**config.mk**
```make
export PLATFORM = sky130hd
export DESIGN_NAME = disk_block_allocator_core
export DESIGN_NICKNAME = d
export VERILOG_FILES = /design/src/dba_pkg.sv /design/src/dba_ram.sv /design/src/disk_block_allocator_core.sv
export SDC_FILE = /design/constraint.sdc
export NUM_CORES = 1
export LEC_CHECK = 0
export ABC_CLOCK_PERIOD_IN_PS = 2950
export BUFFER_PORTS_ARGS = -buffer_cell sky130_fd_sc_hd__buf_2
export CORE_ASPECT_RATIO = 0.8
export CORE_UTILIZATION = 35
export DETAILED_ROUTE_END_ITERATION = 6
export PLACE_DENSITY = 0.56
export SETUP_SLACK_MARGIN = 0.02
export SYNTH_ARGS = -nofsm -noshare
export SYNTH_HDL_FRONTEND = slang
export SYNTH_SLANG_ARGS = --single-unit
```
**constraint.sdc**
```tcl
create_clock -name clk -period 2.95 [get_ports clk]
set_clock_uncertainty 0.1 [all_clocks]
set_input_delay 0 -clock clk [delete_from_list [all_inputs] [get_ports clk]]
set_output_delay 0 -clock clk [all_outputs]
set_load 0.05 [all_outputs]
```
**src/dba_pkg.sv**
```systemverilog
// Package for the disk block allocator.
// Holds field widths, the default disk size and the result status codes.
// No dependencies.
package dba_pkg;

  // Default number of blocks on the disk
  localparam int BLOCKS_DEF = 64;

  // Most results one request may produce
  localparam int MAX_RESULTS = 64;

  // Item field widths
  localparam int BLOCK_W  = 6;
  localparam int STATUS_W = 3;
  localparam int LEN_W    = 7;

  // Result status codes
  localparam logic [STATUS_W-1:0] STAT_OK       = 3'd0;
  localparam logic [STATUS_W-1:0] STAT_OCCUPIED = 3'd1;
  localparam logic [STATUS_W-1:0] STAT_BOUNDS   = 3'd2;
  localparam logic [STATUS_W-1:0] STAT_FEW      = 3'd3;
  localparam logic [STATUS_W-1:0] STAT_ZERO     = 3'd4;

endpackage

```
**src/dba_ram.sv**
```systemverilog
// Generic single-write, single-read RAM with a registered read port.
// Used for the block bitmap and the link table. No dependencies.
module dba_ram #(
  parameter int WIDTH = 1,
  parameter int DEPTH = 64
) (
  input  logic                     clk,
  input  logic                     wr_en,
  input  logic [$clog2(DEPTH)-1:0] wr_addr,
  input  logic [WIDTH-1:0]         wr_data,
  input  logic                     rd_en,
  input  logic [$clog2(DEPTH)-1:0] rd_addr,
  output logic [WIDTH-1:0]         rd_data
);

  logic [WIDTH-1:0] mem [DEPTH];

  // Write port
  always_ff @(posedge clk) begin
    if (wr_en) begin
      mem[wr_addr] <= wr_data;
    end
  end

  // Registered read, holds while rd_en is low
  always_ff @(posedge clk) begin
    if (rd_en) begin
      rd_data <= mem[rd_addr];
    end
  end

endmodule

```
**src/disk_block_allocator_core.sv**
```systemverilog
// Disk block allocator: used-block bitmap in a 1-bit RAM, chain links in a second RAM.
// Failures (zero length, out of bounds, too few free) answer in the cycle after accept.
// Contiguous: up to len bitmap reads (one per cycle), then one granted block per cycle while not stalled.
// Scattered: bitmap is scanned one block per cycle from block 0, pausing while a grant
// waits on a stalled output. One item at a time; the bitmap read port sets the pace.
// Reset (sync, active low): a clearing pass writes BLOCKS bitmap entries, one per cycle.
module disk_block_allocator_core
  import dba_pkg::*;
#(
  parameter int BLOCKS = BLOCKS_DEF
) (
  input  logic                clk,
  input  logic                rst_n,
  // request items
  input  logic                in_valid,
  output logic                in_stall,
  input  logic                in_kind,
  input  logic [BLOCK_W-1:0]  in_start_block,
  input  logic [LEN_W-1:0]    in_length,
  // result items
  output logic                out_valid,
  input  logic                out_stall,
  output logic [BLOCK_W-1:0]  out_block,
  output logic [STATUS_W-1:0] out_status,
  output logic                out_last
);

  localparam int AW = (BLOCKS > 1) ? $clog2(BLOCKS) : 1;
  localparam int BW = $clog2(BLOCKS + 1);
  localparam int SW = (BW > 8) ? BW : 8;

  // Sequencer states
  localparam logic [2:0] S_CLEAR  = 3'd0;
  localparam logic [2:0] S_IDLE   = 3'd1;
  localparam logic [2:0] S_CHECK  = 3'd2;
  localparam logic [2:0] S_CWRITE = 3'd3;
  localparam logic [2:0] S_SCAT   = 3'd4;
  localparam logic [2:0] S_RESP   = 3'd5;

  // Block number from a bitmap address, low six bits
  function automatic logic [BLOCK_W-1:0] to_blk(input logic [AW-1:0] a);
    logic [SW-1:0] w;
    w = SW'(a);
    return w[BLOCK_W-1:0];
  endfunction

  // Bitmap address from a six-bit block number
  function automatic logic [AW-1:0] to_addr(input logic [BLOCK_W-1:0] b);
    logic [SW-1:0] w;
    w = SW'(b);
    return w[AW-1:0];
  endfunction

  logic [2:0]          state_r, state_nxt;
  logic [AW-1:0]       addr_r, addr_nxt;
  logic [AW-1:0]       eaddr_r, eaddr_nxt;
  logic [AW-1:0]       start_r, start_nxt;
  logic                rv_r, rv_nxt;
  logic [LEN_W-1:0]    cnt_r, cnt_nxt;
  logic [LEN_W-1:0]    rd_left_r, rd_left_nxt;
  logic [LEN_W-1:0]    len_r, len_nxt;
  logic [BW-1:0]       free_r, free_nxt;
  logic [BLOCK_W-1:0]  tail_r, tail_nxt;
  logic                tail_valid_r, tail_valid_nxt;
  logic [STATUS_W-1:0] resp_r, resp_nxt;

  logic                out_valid_r;
  logic [BLOCK_W-1:0]  out_block_r;
  logic [STATUS_W-1:0] out_status_r;
  logic                out_last_r;

  logic                emit;
  logic [BLOCK_W-1:0]  em_block;
  logic [STATUS_W-1:0] em_status;
  logic                em_last;

  logic                u_we, u_wd, u_re, u_rd;
  logic [AW-1:0]       u_wa, u_ra;
  logic                l_we;
  logic [AW-1:0]       l_wa;
  logic [BLOCK_W-1:0]  l_wd;

  logic                out_free;
  logic                in_acc;
  logic                need;
  logic [SW-1:0]       end_ext;
  logic                len_big;

  assign out_free = !out_valid_r || !out_stall;
  assign in_stall = !((state_r == S_IDLE) && out_free);
  assign in_acc   = in_valid && !in_stall;
  assign end_ext  = SW'(in_start_block) + SW'(in_length);
  assign len_big  = in_length > LEN_W'(MAX_RESULTS);
  assign need     = rv_r && !u_rd;

  // Sequencer: bitmap read-modify-write and result generation
  always_comb begin
    state_nxt      = state_r;
    addr_nxt       = addr_r;
    eaddr_nxt      = eaddr_r;
    start_nxt      = start_r;
    rv_nxt         = rv_r;
    cnt_nxt        = cnt_r;
    rd_left_nxt    = rd_left_r;
    len_nxt        = len_r;
    free_nxt       = free_r;
    tail_nxt       = tail_r;
    tail_valid_nxt = tail_valid_r;
    resp_nxt       = resp_r;
    emit           = 1'b0;
    em_block       = '0;
    em_status      = STAT_OK;
    em_last        = 1'b0;
    u_we           = 1'b0;
    u_wa           = addr_r;
    u_wd           = 1'b0;
    u_re           = 1'b0;
    u_ra           = addr_r;
    l_we           = 1'b0;
    l_wa           = to_addr(tail_r);
    l_wd           = '0;

    unique case (state_r)
      S_CLEAR: begin
        u_we = 1'b1;
        if (addr_r == AW'(BLOCKS - 1)) begin
          addr_nxt  = '0;
          state_nxt = S_IDLE;
        end else begin
          addr_nxt = addr_r + AW'(1);
        end
      end

      S_IDLE: begin
        if (in_acc) begin
          if (in_length == '0) begin
            emit      = 1'b1;
            em_status = STAT_ZERO;
            em_last   = 1'b1;
          end else if (!in_kind) begin
            if (len_big || (end_ext > SW'(BLOCKS))) begin
              emit      = 1'b1;
              em_status = STAT_BOUNDS;
              em_last   = 1'b1;
            end else begin
              start_nxt   = to_addr(in_start_block);
              addr_nxt    = to_addr(in_start_block);
              rd_left_nxt = in_length;
              cnt_nxt     = in_length;
              len_nxt     = in_length;
              rv_nxt      = 1'b0;
              state_nxt   = S_CHECK;
            end
          end else begin
            if (len_big || (SW'(free_r) < SW'(in_length))) begin
              emit      = 1'b1;
              em_status = STAT_FEW;
              em_last   = 1'b1;
            end else begin
              addr_nxt  = '0;
              cnt_nxt   = in_length;
              rv_nxt    = 1'b0;
              state_nxt = S_SCAT;
            end
          end
        end
      end

      // Read the requested range; any used block refuses the request
      S_CHECK: begin
        rv_nxt = (rd_left_r != '0);
        if (rd_left_r != '0) begin
          u_re        = 1'b1;
          addr_nxt    = addr_r + AW'(1);
          rd_left_nxt = rd_left_r - LEN_W'(1);
        end
        if (rv_r) begin
          if (u_rd) begin
            resp_nxt  = STAT_OCCUPIED;
            rv_nxt    = 1'b0;
            state_nxt = S_RESP;
          end else if (cnt_r == LEN_W'(1)) begin
            addr_nxt  = start_r;
            cnt_nxt   = len_r;
            rv_nxt    = 1'b0;
            state_nxt = S_CWRITE;
          end else begin
            cnt_nxt = cnt_r - LEN_W'(1);
          end
        end
      end

      // Mark the range used, one block per item
      S_CWRITE: begin
        if (out_free) begin
          emit     = 1'b1;
          em_block = to_blk(addr_r);
          em_last  = (cnt_r == LEN_W'(1));
          u_we     = 1'b1;
          u_wd     = 1'b1;
          free_nxt = free_r - BW'(1);
          addr_nxt = addr_r + AW'(1);
          cnt_nxt  = cnt_r - LEN_W'(1);
          if (cnt_r == LEN_W'(1)) begin
            state_nxt = S_IDLE;
          end
        end
      end

      // First-free scan: read ahead one block, grant free ones and link them
      S_SCAT: begin
        if (!need || out_free) begin
          if (need) begin
            emit           = 1'b1;
            em_block       = to_blk(eaddr_r);
            em_last        = (cnt_r == LEN_W'(1));
            u_we           = 1'b1;
            u_wa           = eaddr_r;
            u_wd           = 1'b1;
            l_we           = tail_valid_r;
            l_wd           = to_blk(eaddr_r);
            tail_nxt       = to_blk(eaddr_r);
            tail_valid_nxt = 1'b1;
            free_nxt       = free_r - BW'(1);
            cnt_nxt        = cnt_r - LEN_W'(1);
          end
          if (need && (cnt_r == LEN_W'(1))) begin
            rv_nxt    = 1'b0;
            state_nxt = S_IDLE;
          end else begin
            u_re      = 1'b1;
            eaddr_nxt = addr_r;
            addr_nxt  = addr_r + AW'(1);
            rv_nxt    = 1'b1;
          end
        end
      end

      S_RESP: begin
        if (out_free) begin
          emit      = 1'b1;
          em_status = resp_r;
          em_last   = 1'b1;
          state_nxt = S_IDLE;
        end
      end

      default: begin
        state_nxt = S_IDLE;
      end
    endcase
  end

  // Control registers
  always_ff @(posedge clk) begin
    if (!rst_n) begin
      state_r      <= S_CLEAR;
      addr_r       <= '0;
      rv_r         <= 1'b0;
      cnt_r        <= '0;
      rd_left_r    <= '0;
      free_r       <= BW'(BLOCKS);
      tail_r       <= '0;
      tail_valid_r <= 1'b0;
      out_valid_r  <= 1'b0;
    end else begin
      state_r      <= state_nxt;
      addr_r       <= addr_nxt;
      rv_r         <= rv_nxt;
      cnt_r        <= cnt_nxt;
      rd_left_r    <= rd_left_nxt;
      free_r       <= free_nxt;
      tail_r       <= tail_nxt;
      tail_valid_r <= tail_valid_nxt;
      if (emit) begin
        out_valid_r <= 1'b1;
      end else if (!out_stall) begin
        out_valid_r <= 1'b0;
      end
    end
  end

  // Payload registers
  always_ff @(posedge clk) begin
    eaddr_r <= eaddr_nxt;
    start_r <= start_nxt;
    len_r   <= len_nxt;
    resp_r  <= resp_nxt;
    if (emit) begin
      out_block_r  <= em_block;
      out_status_r <= em_status;
      out_last_r   <= em_last;
    end
  end

  assign out_valid  = out_valid_r;
  assign out_block  = out_block_r;
  assign out_status = out_status_r;
  assign out_last   = out_last_r;

  // Used-block bitmap, one bit per block
  dba_ram #(
    .WIDTH (1),
    .DEPTH (BLOCKS)
  ) u_used_ram (
    .clk     (clk),
    .wr_en   (u_we),
    .wr_addr (u_wa),
    .wr_data (u_wd),
    .rd_en   (u_re),
    .rd_addr (u_ra),
    .rd_data (u_rd)
  );

  // Next-block link table, written only
  dba_ram #(
    .WIDTH (BLOCK_W),
    .DEPTH (BLOCKS)
  ) u_link_ram (
    .clk     (clk),
    .wr_en   (l_we),
    .wr_addr (l_wa),
    .wr_data (l_wd),
    .rd_en   (1'b0),
    .rd_addr (l_wa),
    .rd_data ()
  );

endmodule
```
==> impl_metrics.json <==
{
  "slowest_delay_ns": 0.53,
  "synthCells": 634,
  "final_common_cell": "nor2_1",
  "dr.pass1.iters": 5,
  "wl_per_cell_um": 18.3,
  "regToRegEndpoint": "u_used_ram.mem[7]",
  "grt_pass1_vias": 5292,
  "cts_root_buffer": "clkbuf_16",
  "port_buffers": 29,
  "finalCritPeriodShare_pct": 96.9,
  "dieArea_um2": 20200,
  "synth_edf_count": 94,
  "cts_tree": "done",
  "antenna_left": 0,
  "core_area_um2": 19100,
  "totalWireLength_um": 18000,
  "grt_usage_pct": 19.2,
  "synth.cell_area_um2": 6870,
  "synth_ff_type": "edfxtp_1",
  "yosysWarnings": 0,
  "worst_pin_slew_ns": 1.05,
  "status": "finished clean",
  "crit_fanout": 10,
  "ff2ff_path_depth": 8,
  "layout.cells.non_filler": 984,
  "path_clk_slew_ns": 0.06,
  "finalMaxSlewViolations": 0,
  "drt_iter0_markers": 418,
  "path_cells": "dlygate4sd3_1 > buf_2 > ha_1 > o311a_1 > o21ai_2 > a21oi_4 > a2111oi_4 > nor3_2 > buf_4 > a21o_1 > nand3_1 > buf_6",
  "cts_buffers": 17,
  "hold_viol": 0,
  "final_cell_mix": "102 x nor2_1, 94 x edfxtp_1, 55 x nand2_1",
  "hp-start": "in_start_block[1]",
  "grt_max_degree": 68,
  "clk_latency_ns": 0.42,
  "grt_pass1_wl_um": 29000,
  "startpoint_type": "input port",
  "worstHoldPathCells": 3,
  "syn_to_final_growth_pct": 21.4,
  "die_h_um": 127,
  "cts_buffer_depth": 2,
  "p_leak_nw": 2.66,
  "yosysUniqueCellTypes": 76,
  "initial_core_util_pct": 36.0,
  "multiInputGateArea_um2": 3250,
  "reg2reg_from": "u_used_ram.rd_data",
  "final_layout_size_suffix_gt1_share_pct": 20.7,
  "end_kind": "flip-flop",
  "reg2reg_slack_ns": 0.24,
  "pwr_density_cell_nw_per_um2": 512,
  "ctsHtreeMaxLevel": 4,
  "overflow": 0,
  "postPlaceCellArea_um2": 7540,
  "hold_path_class": "in -> reg",
  "fin_area_um2": 8340,
  "viasPerCell": 5.56,
  "place_inst": 934,
  "drv_cap": 0,
  "setup_ws_ns": 0.0929,
  "maxSlewHeadroom_pct": 29.5,
  "syn_area_per_cell_um2": 10.8,
  "hpwl_um": 13000,
  "nets": 749,
  "fin_setup_tns_ns": 0,
  "cp.required_ns": 2.98,
  "std_cell_rows": 45,
  "slowest_stage": "dlygate4sd3_1",
  "num_vias": 5475,
  "io_pins": 30,
  "ys_async_sr_fraction_pct": 0,
  "antenna_cells": 0,
  "ys_seq_area_share_pct": 50.4,
  "fmax_ghz": 0.350,
  "rsz0062_at_grt": "false",
  "setup_viol": 0,
  "grt_antenna_before_repair": 0,
  "synth_nets": 670,
  "post-place-ws_ns": 0.0869,
  "path_class": "in -> reg",
  "place.gp.congestion": 0.864,
  "ys_ff_latch": 126,
  "ir_drop_mv": 0.297,
  "fp.dieW_um": 159,
  "fillCellCount": 1807,
  "holdPathEnd": "addr_r[1]",
  "final.min_clock_period_ns": 2.86,
  "cts.sinks": 126,
  "cp.arrival_ns": 2.89,
  "post-route-drc-count": 0,
  "regArea_um2": 3460
}
## where the power goes
group / internal, W / switching [W] / leakage [nW]
Clock: 0.00119 / 0.000860 / 0.276
Combinational: 0.000142 / 0.000189 / 1.41
Sequential: 0.00189 / 0.00000650 / 0.975
Total: 0.00322 / 0.00105 / 2.66
## metrics by stage
| step | total power (W) | util [%] | hold WS, ns |
|---|---|---|---|
| after global routing | 0.00442 | 43.7 | 0.0642 |
| after global placement | 0.00223 | 39.5 | 0.134 |
| after detailed placement | 0.00224 | 39.5 | 0.132 |
| final | 0.00427 | 43.7 | 0.0220 |
| after CTS | 0.00430 | 43.4 | 0.0116 |
| after floorplan | 0.00212 | - | -0.00113 |
## state kept, by name (all words and copies together), names as in the netlist, 6 cells and up
register / count
u_used_ram.mem: 64
cnt_r: 7
free_r: 7
len_r: 7
rd_left_r: 7
addr_r: 6
eaddr_r: 6
out_block: 6
start_r: 6
## worst max-delay path, delay by kind of cell
family	cells	cell delay, ns
buf+inv	4	1.03
compound gates	5	1.34
fa+ha+maj	1	0.33
simple gates	2	0.19
## metal layers
| layer | routed length (µm) | global-route usage [%] | part of all wire [%] |
|---|---|---|---|
| met1 | 9020 | 29.9 | 50 |
| met4 | 295 | 5.43 | 1.6 |
| met3 | 1310 | 4.75 | 7.3 |
| met2 | 7410 | 25.7 | 41 |
| met5 | 0 | 0 | 0 |
## Yosys cell counts, drive strengths merged, types with 3 or more instances
| cell | count | area share [%] |
|---|---|---|
| nor4 | 8 | 0.82 |
| a221oi | 8 | 1.0 |
| a31oi | 4 | 0.58 |
| mux2i | 5 | 0.73 |
| edfxtp | 94 | 41 |
| a22o | 6 | 0.76 |
| nand3 | 17 | 1.2 |
| and2 | 6 | 0.58 |
| or3 | 9 | 0.82 |
| xnor2 | 8 | 1.0 |
| o22ai | 4 | 0.36 |
| a222oi | 5 | 0.73 |
| o21a | 6 | 0.66 |
| ha | 17 | 3.1 |
| a21o | 4 | 0.44 |
| clkbuf | 16 | 0.87 |
| nor2 | 103 | 5.7 |
| o21ai | 25 | 1.9 |
| mux4 | 21 | 6.9 |
| dfxtp | 32 | 9.3 |
| nand2 | 55 | 3.0 |
| buf | 11 | 1.0 |
| nand3b | 6 | 0.66 |
| or2 | 5 | 0.53 |
| nand2b | 12 | 1.1 |
| a211oi | 5 | 0.62 |
| xor2 | 6 | 0.76 |
| nor2b | 6 | 0.55 |
| o41ai | 3 | 0.38 |
| a21oi | 34 | 2.5 |
| o31ai | 4 | 0.64 |
| a311oi | 5 | 0.64 |
| a22oi | 5 | 0.55 |
| nor3 | 15 | 1.3 |
| or4 | 5 | 0.55 |
| o211ai | 5 | 0.55 |
| inv | 23 | 1.3 |
## area by class of cell
class / instances / share of cell area, %
timing repair buffer: 87 / 7.78
multi-input combinational: 458 / 38.9
tap: 258 / 3.87
sequential: 126 / 41.5
clock buffer: 17 / 5.10
inverter: 23 / 1.03
clock inverter: 15 / 1.77
## cells by family after synthesis
family | after synthesis | synth area share [%]
fa+ha+maj | 18 | 3.39
buf+inv | 50 | 3.13
flops | 126 | 50.4
xor+xnor | 14 | 1.78
simple gates | 255 | 17.9
compound gates | 144 | 15.7
mux | 27 | 7.77
## worst max-delay path by stage
| stage | slack (ns) | from | depth (start not counted) | end |
|---|---|---|---|---|
| after floorplan | 0.14 | u_used_ram.rd_data | 9 | free_r[6] |
| after global placement | 0.13 | in_start_block[0] | 14 | out_block[1] |
| after detailed placement | 0.09 | in_start_block[0] | 13 | rv_r |
| after CTS | 0.06 | in_length[2] | 13 | out_block[5] |
| after global routing | 0.02 | in_start_block[5] | 14 | state_r[2] |
| final | 0.09 | in_length[3] | 12 | out_status[2] |
## timing repair
action,in CTS,in global routing
endpoints found under the setup margin,0,23
hold buffers,16,0
buffers inserted,0,2
resized for setup,0,10
hold endpoints to repair,33,0
No activity file was read; power rests on OpenSTA's default activity.
